<file path="src/hw/rtl/pip_pkg.sv">
`default_nettype none

package pip_pkg;

  // per-item control that travels with the edge operands
  typedef struct packed {
    logic last;
    logic en0;
    logic en1;
  } edge_ctl_t;

  localparam int CFG_IDX_W = 1;

  localparam logic [CFG_IDX_W-1:0] REG_QUERY_X = 1'b0;
  localparam logic [CFG_IDX_W-1:0] REG_QUERY_Y = 1'b1;

  // operands per edge: qx-xi, yj-yi, xj-xi, qy-yi
  localparam int OPS_PER_EDGE = 4;
  localparam int EDGES        = 2;

endpackage

`default_nettype wire

</file>
<file path="src/hw/rtl/pip_queue.sv">
`default_nettype none

module pip_queue
  import pip_pkg::*;
#(
  parameter int WIDTH = 8,
  parameter int DEPTH = 4
) (
  input  wire logic                       clk,
  input  wire logic                       rst,
  input  wire logic                       push,
  input  wire logic [WIDTH-1:0]           din,
  output logic                            full,
  input  wire logic                       pop,
  output logic [WIDTH-1:0]                dout,
  output logic                            empty,
  output logic [$clog2(DEPTH+1)-1:0]      count
);

  localparam int PTR_W = (DEPTH > 1) ? $clog2(DEPTH) : 1;
  localparam int CNT_W = $clog2(DEPTH+1);

  logic [WIDTH-1:0] mem [DEPTH];
  logic [PTR_W-1:0] wr_ptr;
  logic [PTR_W-1:0] rd_ptr;
  logic [CNT_W-1:0] cnt;
  logic             do_push;
  logic             do_pop;

  assign full    = (cnt == CNT_W'(DEPTH));
  assign empty   = (cnt == '0);
  assign count   = cnt;
  assign dout    = mem[rd_ptr];
  assign do_push = push && !full;
  assign do_pop  = pop && !empty;

  always_ff @(posedge clk) begin
    if (do_push) begin
      mem[wr_ptr] <= din;
    end
  end

  always_ff @(posedge clk) begin
    if (rst) begin
      wr_ptr <= '0;
      rd_ptr <= '0;
      cnt    <= '0;
    end else begin
      if (do_push) begin
        wr_ptr <= (wr_ptr == PTR_W'(DEPTH-1)) ? '0 : wr_ptr + PTR_W'(1);
      end
      if (do_pop) begin
        rd_ptr <= (rd_ptr == PTR_W'(DEPTH-1)) ? '0 : rd_ptr + PTR_W'(1);
      end
      case ({do_push, do_pop})
        2'b10:   cnt <= cnt + CNT_W'(1);
        2'b01:   cnt <= cnt - CNT_W'(1);
        default: cnt <= cnt;
      endcase
    end
  end

endmodule

`default_nettype wire

</file>
<file path="config.mk">
export PLATFORM = sky130hd
export DESIGN_NAME = pip_queue
export DESIGN_NICKNAME = d
export VERILOG_FILES = /design/src/hw/rtl/pip_pkg.sv /design/src/hw/rtl/pip_queue.sv
export SDC_FILE = /design/constraint.sdc
export NUM_CORES = 1
export LEC_CHECK = 0
export BUFFER_PORTS_ARGS = -buffer_cell sky130_fd_sc_hd__buf_2
export CORE_MARGIN = 5
export CORE_UTILIZATION = 35
export CTS_CLUSTER_DIAMETER = 30
export CTS_CLUSTER_SIZE = 14
export DETAILED_ROUTE_END_ITERATION = 8
export GPL_ROUTABILITY_DRIVEN = 0
export GPL_TIMING_DRIVEN = 0
export PLACE_DENSITY = 0.58
export SYNTH_ARGS = -nofsm -noshare
export SYNTH_HDL_FRONTEND = slang
export SYNTH_SLANG_ARGS = --single-unit
</file>
<file path="constraint.sdc">
create_clock -name clk -period 4.8 [get_ports clk]
set_input_delay 0.96 -clock clk [delete_from_list [all_inputs] [get_ports clk]]
set_output_delay 0.96 -clock clk [all_outputs]
set_load 0.01 [all_outputs]
</file>
==> results.py, run 1 <==
metrics = {
    "power": {
        "peakVddDrop_v": 0.0002146,
        "power.switching_w": 0.0002794,
        "p_leak_nw": 0.7348,
        "seqPwrFrac": 0.461,
        "combPwrFrac": 0.275,
        "p_per_area_nw_per_um2": 512.0,
        "intPower_w": 0.0007123,
        "swShare": 0.2818,
        "clkPwrFrac": 0.264,
        "fin_total_pwr_w": 0.0009917,
    },
    "placement": {
        "dp_hpwl_um": 2005,
        "place_inst": 173,
        "io_buffers": 23,
    },
    "die": {
        "num_rows": 25,
        "initial_core_util": 0.3536,
        "die_y_um": 78.62,
        "fp.dieW_um": 78.62,
        "coreArea_um2": 4661,
        "die-area_um2": 6180,
        "ios": 25,
    },
    "run": {
        "maxCapViolCount": 0,
    },
    "sta": {
        "fin_skew_ns": 0.003201,
        "finalMaxSlewViolations": 0,
        "finalCritPeriodShare": 0.5324,
        "clock.fmax_mhz": 391.3,
        "min_period_ns": 2.555,
        "setup_tns_ns": 0,
        "rsz0062_at_grt": "no",
        "slew_headroom": 0.5930,
        "setup_viol": 0,
        "final-hold-violation-count": 0,
        "tightest_slew_ns": 0.6054,
    },
    "setup_path": {
        "crit_fanout": 8,
        "required_ns": 3.84,
        "rr_worst_depth": 10,
        "r2r-end": "count[2]$_SDFFE_PP0P_",
        "reg2reg_from": "count[2]$_SDFFE_PP0P_",
        "regToRegSetupSlack_ns": 2.27,
        "crit_type": "reg -> out",
        "endpoint_kind": "output port",
        "cp-start-kind": "flip-flop",
        "crit_arrival_ns": 1.60,
    },
    "clock_tree": {
        "cts_max_level": 2,
        "cts_setup_buffers": 0,
        "clk_latency_ns": 0.28,
        "cts_resized": 0,
        "hold_buffers": 0,
        "clk_pin_slew_ns": 0.07,
        "clock-sinks": 41,
        "clockBufferDepth": 2,
        "cts-buffers-inserted": 5,
        "cts_tree": "done",
        "root_buffer": "clkbuf_8",
    },
    "synth": {
        "synth_top_family_by_area": "multiplexers",
        "synth_fa_ha_area_frac": 0.05771,
        "synth_compound_area_frac": 0.03189,
        "synthDistinctLibCells": 27,
        "synthXorXnorAreaFrac": 0.01063,
        "synth_top_area_share": 0.5831,
        "synth_warnings": 0,
        "synth_seq_area_share": 0.6925,
        "synth_area_leaders": "edfxtp_1 (58%), dfxtp_1 (11%), mux4_2 (11%), ha_1 (4.6%), inv_1 (1.8%)",
        "syn_inst": 96,
        "syn_nets": 115,
        "synth_simple_gate_area_share": 0.05923,
        "avgSynthCellArea_um2": 17.16,
        "synthMuxAreaShare": 0.1154,
        "yosys.area.top_type": "edfxtp_1",
        "ys_ff_latch": 41,
        "synth_area_um2": 1648,
    },
    "route": {
        "wl_um": 2841,
        "wl_per_cell_um": 15.70,
        "drtIter0Drc": 36,
        "dr.pass1.iters": 4,
        "vias": 897,
        "via_per_inst": 4.956,
        "ant_nets": 0,
        "drc": 0,
    },
    "grt": {
        "grt_pass1_wl_um": 4802,
        "grt.total_usage": 0.1063,
        "grt_pass1_vias": 1009,
        "grt_max_degree": 13,
        "grt.overflow.total": 0,
        "antenna_found_initial": 0,
    },
    "layout": {
        "num_antenna_cells": 0,
        "nNetsFinal": 145,
        "syn_to_final_growth_pct": 17.54,
        "fin_cells": 181,
        "drive_gt1_frac": 0.3465,
    },
    "worst_hold_path": {
        "hold_depth": 2,
        "min_to": "rd_ptr[0]$_SDFFE_PP0P_",
        "hold_path_class": "reg -> reg",
        "hp-start": "rd_ptr[0]$_SDFFE_PP0P_",
    },
    "outcome": {
        "status": "finished, final reports clean",
    },
}
## kinds of logic (layout without fill, tap and decap cells)
logic type | after synthesis | in the layout
XOR/XNOR | 2 | 2
adder cells (fa/ha/maj) | 7 | 7
multiplexers | 9 | 9
AND/OR/NAND/NOR | 17 | 17
flip-flops | 41 | 41
buffers and inverters | 12 | 43
AO/OA/AOI/OAI | 8 | 8
## Yosys cell counts
| cell | n |
|---|---|
| a21o_1 | 1 |
| buf_2 | 1 |
| nand3_1 | 2 |
| o31ai_1 | 1 |
| ha_1 | 6 |
| mux4_2 | 8 |
| clkbuf_1 | 1 |
| nor3_1 | 2 |
| mux2i_1 | 1 |
| inv_1 | 8 |
| and3_2 | 2 |
| and3_1 | 2 |
| or3_2 | 1 |
| or3b_1 | 1 |
| nor2_1 | 4 |
| and2_4 | 1 |
| a21oi_1 | 4 |
| o21ai_0 | 1 |
| dfxtp_1 | 9 |
| xor2_1 | 2 |
| buf_1 | 1 |
| or3_1 | 1 |
| o31ai_2 | 1 |
| fa_1 | 1 |
| nand2_1 | 1 |
| buf_6 | 1 |
| edfxtp_1 | 32 |
## power by group through the flow
stage / sequential, W / clock [W] / combinational [W]
after detailed placement: 0.000466 / 0 / 0.000278
final: 0.000457 / 0.000262 / 0.000273
after floorplan: 0.000464 / 0 / 0.000183
after global routing: 0.000464 / 0.000291 / 0.000308
after CTS: 0.000458 / 0.000269 / 0.000279
after global placement: 0.000461 / 0 / 0.000266
## state kept, by name, summed over array words and instances (netlist names), named ones only
signal,cells
count,3
rd_ptr,2
wr_ptr,2
mem,32
## metal layers
metal | track usage | vias to the layer above | share of wire
met5 | 0 | - | 0
met4 | 0.03147 | 0 | 0.0095
met1 | 0.1142 | 446 | 0.42
li1 | - | 418 | -
met2 | 0.1876 | 29 | 0.51
met3 | 0.04702 | 4 | 0.059
## how the worst max path moves through the flow
stage / from / endpoint / slack [ns] / cells after the start
after CTS: flip-flop / dout[3] / 2.21 / 3
after floorplan: push / count[2]$_SDFFE_PP0P_ / 2.35 / 8
after global placement: push / count[2]$_SDFFE_PP0P_ / 2.14 / 9
after detailed placement: push / count[2]$_SDFFE_PP0P_ / 2.08 / 9
final: flip-flop / dout[7] / 2.24 / 3
after global routing: count[2]$_SDFFE_PP0P_ / count[2]$_SDFFE_PP0P_ / 2.11 / 10
## stage by stage
stage                       util  hold WS, ns  setup slack, ns  instance area [um2]
after global placement    0.3928       0.4698            2.144                 1831
final                     0.4156       0.5172            2.245                 1937
after CTS                 0.4156       0.5180            2.213                 1937
after detailed placement  0.3928       0.5082            2.084                 1831
after global routing      0.4156       0.5734            2.113                 1937
after floorplan                -       0.4634            2.355                 1648
## final cells by class
cell class / count / area [um2]
fill: 428 / 2724
clock buffer: 6 / 72.57
timing repair buffer: 23 / 115.1
tap: 54 / 67.56
sequential: 41 / 1141
clock inverter: 2 / 33.78
multi-input combinational: 43 / 452.9
buffer: 4 / 23.77
inverter: 8 / 30.03
## layout by cell type, fill, tap and decap left out, types with 2 or more instances in the layout
| cell | netlist | final |
|---|---|---|
| edfxtp_1 | 32 | 32 |
| buf_2 | 1 | 24 |
| dfxtp_1 | 9 | 9 |
| inv_1 | 8 | 8 |
| mux4_2 | 8 | 8 |
| ha_1 | 6 | 6 |
| clkbuf_8 | 0 | 5 |
| nor2_1 | 4 | 4 |
| a21oi_1 | 4 | 4 |
| nor3_1 | 2 | 2 |
| and3_1 | 2 | 2 |
| and3_2 | 2 | 2 |
| clkbuf_1 | 1 | 2 |
| xor2_1 | 2 | 2 |
| nand3_1 | 2 | 2 |
## critical path, stage by stage, from the launching register on
cell and delay, ns:
dfxtp_1 0.31, buf_2 0.29, mux4_2 0.56, buf_2 0.16
Note: power is estimated with default switching activity, not from simulation.
==> run 2, diff against run 1 <==
Settings changed: PLACE_DENSITY 0.58 to 0.6.
Clock period 4.8 ns to 2.05 ns, I/O delays scaled along.
==> results.py, run 2 (synthesis gave the netlist of run 1 again) <==
metrics = {
    "outcome": {
        "status": "finished with violations",
        "violations": "negative setup slack",
    },
    "setup_path": {
        "regToRegSetupSlack_ns": -0.08,
        "slowest_delay_ns": 0.40,
        "cp-start-kind": "flip-flop",
        "crit_family": "simple AND/OR/NAND/NOR gates",
        "rr_worst_depth": 9,
        "crit_arrival_ns": 2.35,
        "path_cells": "or3b_4 > and2_4 > inv_4 > ha_4 > inv_2 > fa_2 > xor2_2 > or3_4 > a21oi_2",
        "crit_path_end": "count[2]$_SDFFE_PP0P_",
        "slowest_stage": "or3b_4",
        "crit_type": "reg -> reg",
        "worst-path-buf-inv": 2,
        "crit_fanout": 2,
        "r2r-end": "count[2]$_SDFFE_PP0P_",
        "cp-startpoint": "count[1]$_SDFFE_PP0P_",
        "reg2reg_from": "count[1]$_SDFFE_PP0P_",
        "cp_num_cells": 9,
        "endpoint_kind": "flip-flop",
        "required_ns": 2.27,
    },
    "layout": {
        "nNetsFinal": 148,
        "drive_gt1_frac": 0.4692,
        "final_common_cell": "edfxtp_1",
        "num_antenna_cells": 0,
        "final_cell_mix": "edfxtp_1 (32), buf_2 (23), mux4_2 (8), inv_1 (6), dfxtp_1 (6)",
        "largest_reg_flops": 32,
        "syn_to_final_growth_pct": 21.56,
        "top_register": "mem",
        "fin_util": 0.4298,
        "fin_area_um2": 2003,
    },
    "clock_tree": {
        "cts_max_level": 2,
        "clock-sinks": 41,
        "clk_latency_ns": 0.29,
        "cts-buffers-inserted": 5,
        "clockBufferDepth": 2,
        "hold_buffers": 0,
        "root_buffer": "clkbuf_8",
        "cts_tree": "done",
        "clk_pin_slew_ns": 0.07,
    },
    "sta": {
        "tightest_slew_ns": 0.4431,
        "setup_tns_ns": -0.08456,
        "finalCritPeriodShare": 1.041,
        "slew_headroom": 0.7046,
        "clock.fmax_mhz": 468.5,
        "final-hold-violation-count": 0,
        "fin_skew_ns": 0.003690,
        "fin_ws_ns": -0.08456,
        "setup_viol": 1,
        "min_period_ns": 2.135,
        "finalMaxSlewViolations": 0,
        "rsz0062_at_grt": "yes",
    },
    "route": {
        "dr_wl_met2_um": 1572,
        "vias": 907,
        "drc": 0,
        "wl_um": 2946,
        "dr.pass1.iters": 4,
        "wl_per_cell_um": 16.01,
        "ant_nets": 0,
        "wl_met3_um": 208,
        "met1Wirelength_um": 1121,
        "highest_layer": "met4",
        "via_per_inst": 4.929,
        "drtIter0Drc": 64,
    },
    "power": {
        "peakVddDrop_v": 0.0006552,
        "power.switching_w": 0.0007104,
        "clkPwrFrac": 0.205,
        "intPower_w": 0.001642,
        "p_per_area_nw_per_um2": 1174,
        "p_leak_nw": 0.7506,
        "fin_total_pwr_w": 0.002352,
        "seqPwrFrac": 0.456,
        "swShare": 0.3020,
        "combPwrFrac": 0.338,
    },
    "placement": {
        "placedInstanceArea_um2": 1858,
        "place_ws_ns": -0.2389,
        "io_buffers": 23,
        "dp_hpwl_um": 1974,
    },
    "die": {
        "ios": 25,
        "num_rows": 25,
        "die-area_um2": 6180,
        "initial_core_util": 0.3536,
        "fp.dieW_um": 78.62,
        "die_y_um": 78.62,
        "coreArea_um2": 4661,
    },
    "grt": {
        "grt.overflow.total": 0,
        "antenna_found_initial": 0,
        "grt_pass1_vias": 962,
        "grt.total_usage": 0.1053,
        "grt_max_degree": 13,
        "grt_pass1_wl_um": 4830,
    },
    "run": {
        "maxCapViolCount": 0,
    },
    "worst_hold_path": {
        "hold_path_class": "in -> reg",
    },
}
[run 2: cell types whose count changed in the layout (fill, tap and decap cells not counted), sizes merged]
cell / previous run / this run
bufinv: 1 / 0
clkinv: 1 / 3
buf: 26 / 28
[run 2: power groups by stage]
| stage | Clock, W | Sequential (W) | Combinational, W |
|---|---|---|---|
| 3_3_place_gp | 0 | 0.00109 | 0.000653 |
| 3_5_place_dp | 0 | 0.00110 | 0.000670 |
| 2_1_floorplan | 0 | 0.00110 | 0.000460 |
| 5_1_grt | 0.000538 | 0.00109 | 0.000875 |
| 6_report | 0.000483 | 0.00107 | 0.000796 |
| 4_1_cts | 0.000503 | 0.00106 | 0.000779 |
[run 2: layer usage]
metal,GRT usage,vias to the layer above
met4,0.04196,0
li1,-,424
met1,0.1125,449
met3,0.04014,4
met2,0.1859,30
met5,0,-
[run 2: worst min path at each step]
stage | end | depth (start not counted) | start | slack [ns]
floorplan | flip-flop | 2 | rd_ptr[0]$_SDFFE_PP0P_ | 0.46
global placement | rd_ptr[0]$_SDFFE_PP0P_ | 2 | rd_ptr[0]$_SDFFE_PP0P_ | 0.47
detailed placement | flip-flop | 2 | rd_ptr[0]$_SDFFE_PP0P_ | 0.49
CTS | mem[1][6]$_DFFE_PP_ | 1 | din[6] | 0.33
global route | mem[3][6]$_DFFE_PP_ | 1 | din[6] | 0.33
finish | mem[3][5]$_DFFE_PP_ | 1 | din[5] | 0.34
[run 2: worst register-to-register path, stage by stage, from the launching register on]
cell     delay, ns
dfxtp_4       0.35
or3b_4        0.40
and2_4        0.16
inv_4         0.05
ha_4          0.13
inv_2         0.03
fa_2          0.34
xor2_2        0.16
or3_4         0.33
a21oi_2       0.12
[run 2: metrics by stage]
stage / cells / hold WS [ns]
global placement: 173 / 0.4720
CTS: 186 / 0.3274
detailed placement: 173 / 0.4907
global route: 184 / 0.3276
floorplan: 96 / 0.4634
finish: 184 / 0.3387
[run 2: what timing repair did]
action,CTS,global route
pin swaps,4,0
resized for setup,5,5
endpoints found under the hold margin,0,0
setup endpoints to repair,2,10
setup buffers,5,0
[run 2: final cells by class]
class | count | area, um2
Sequential cell | 41 | 1152
Timing Repair Buffer | 28 | 152.6
Multi-Input combinational cell | 43 | 505.5
Inverter | 8 | 32.53
Buffer | 2 | 11.26
Tap cell | 54 | 67.56
Clock inverter | 3 | 12.51
Clock buffer | 5 | 68.82
Fill cell | 417 | 2658
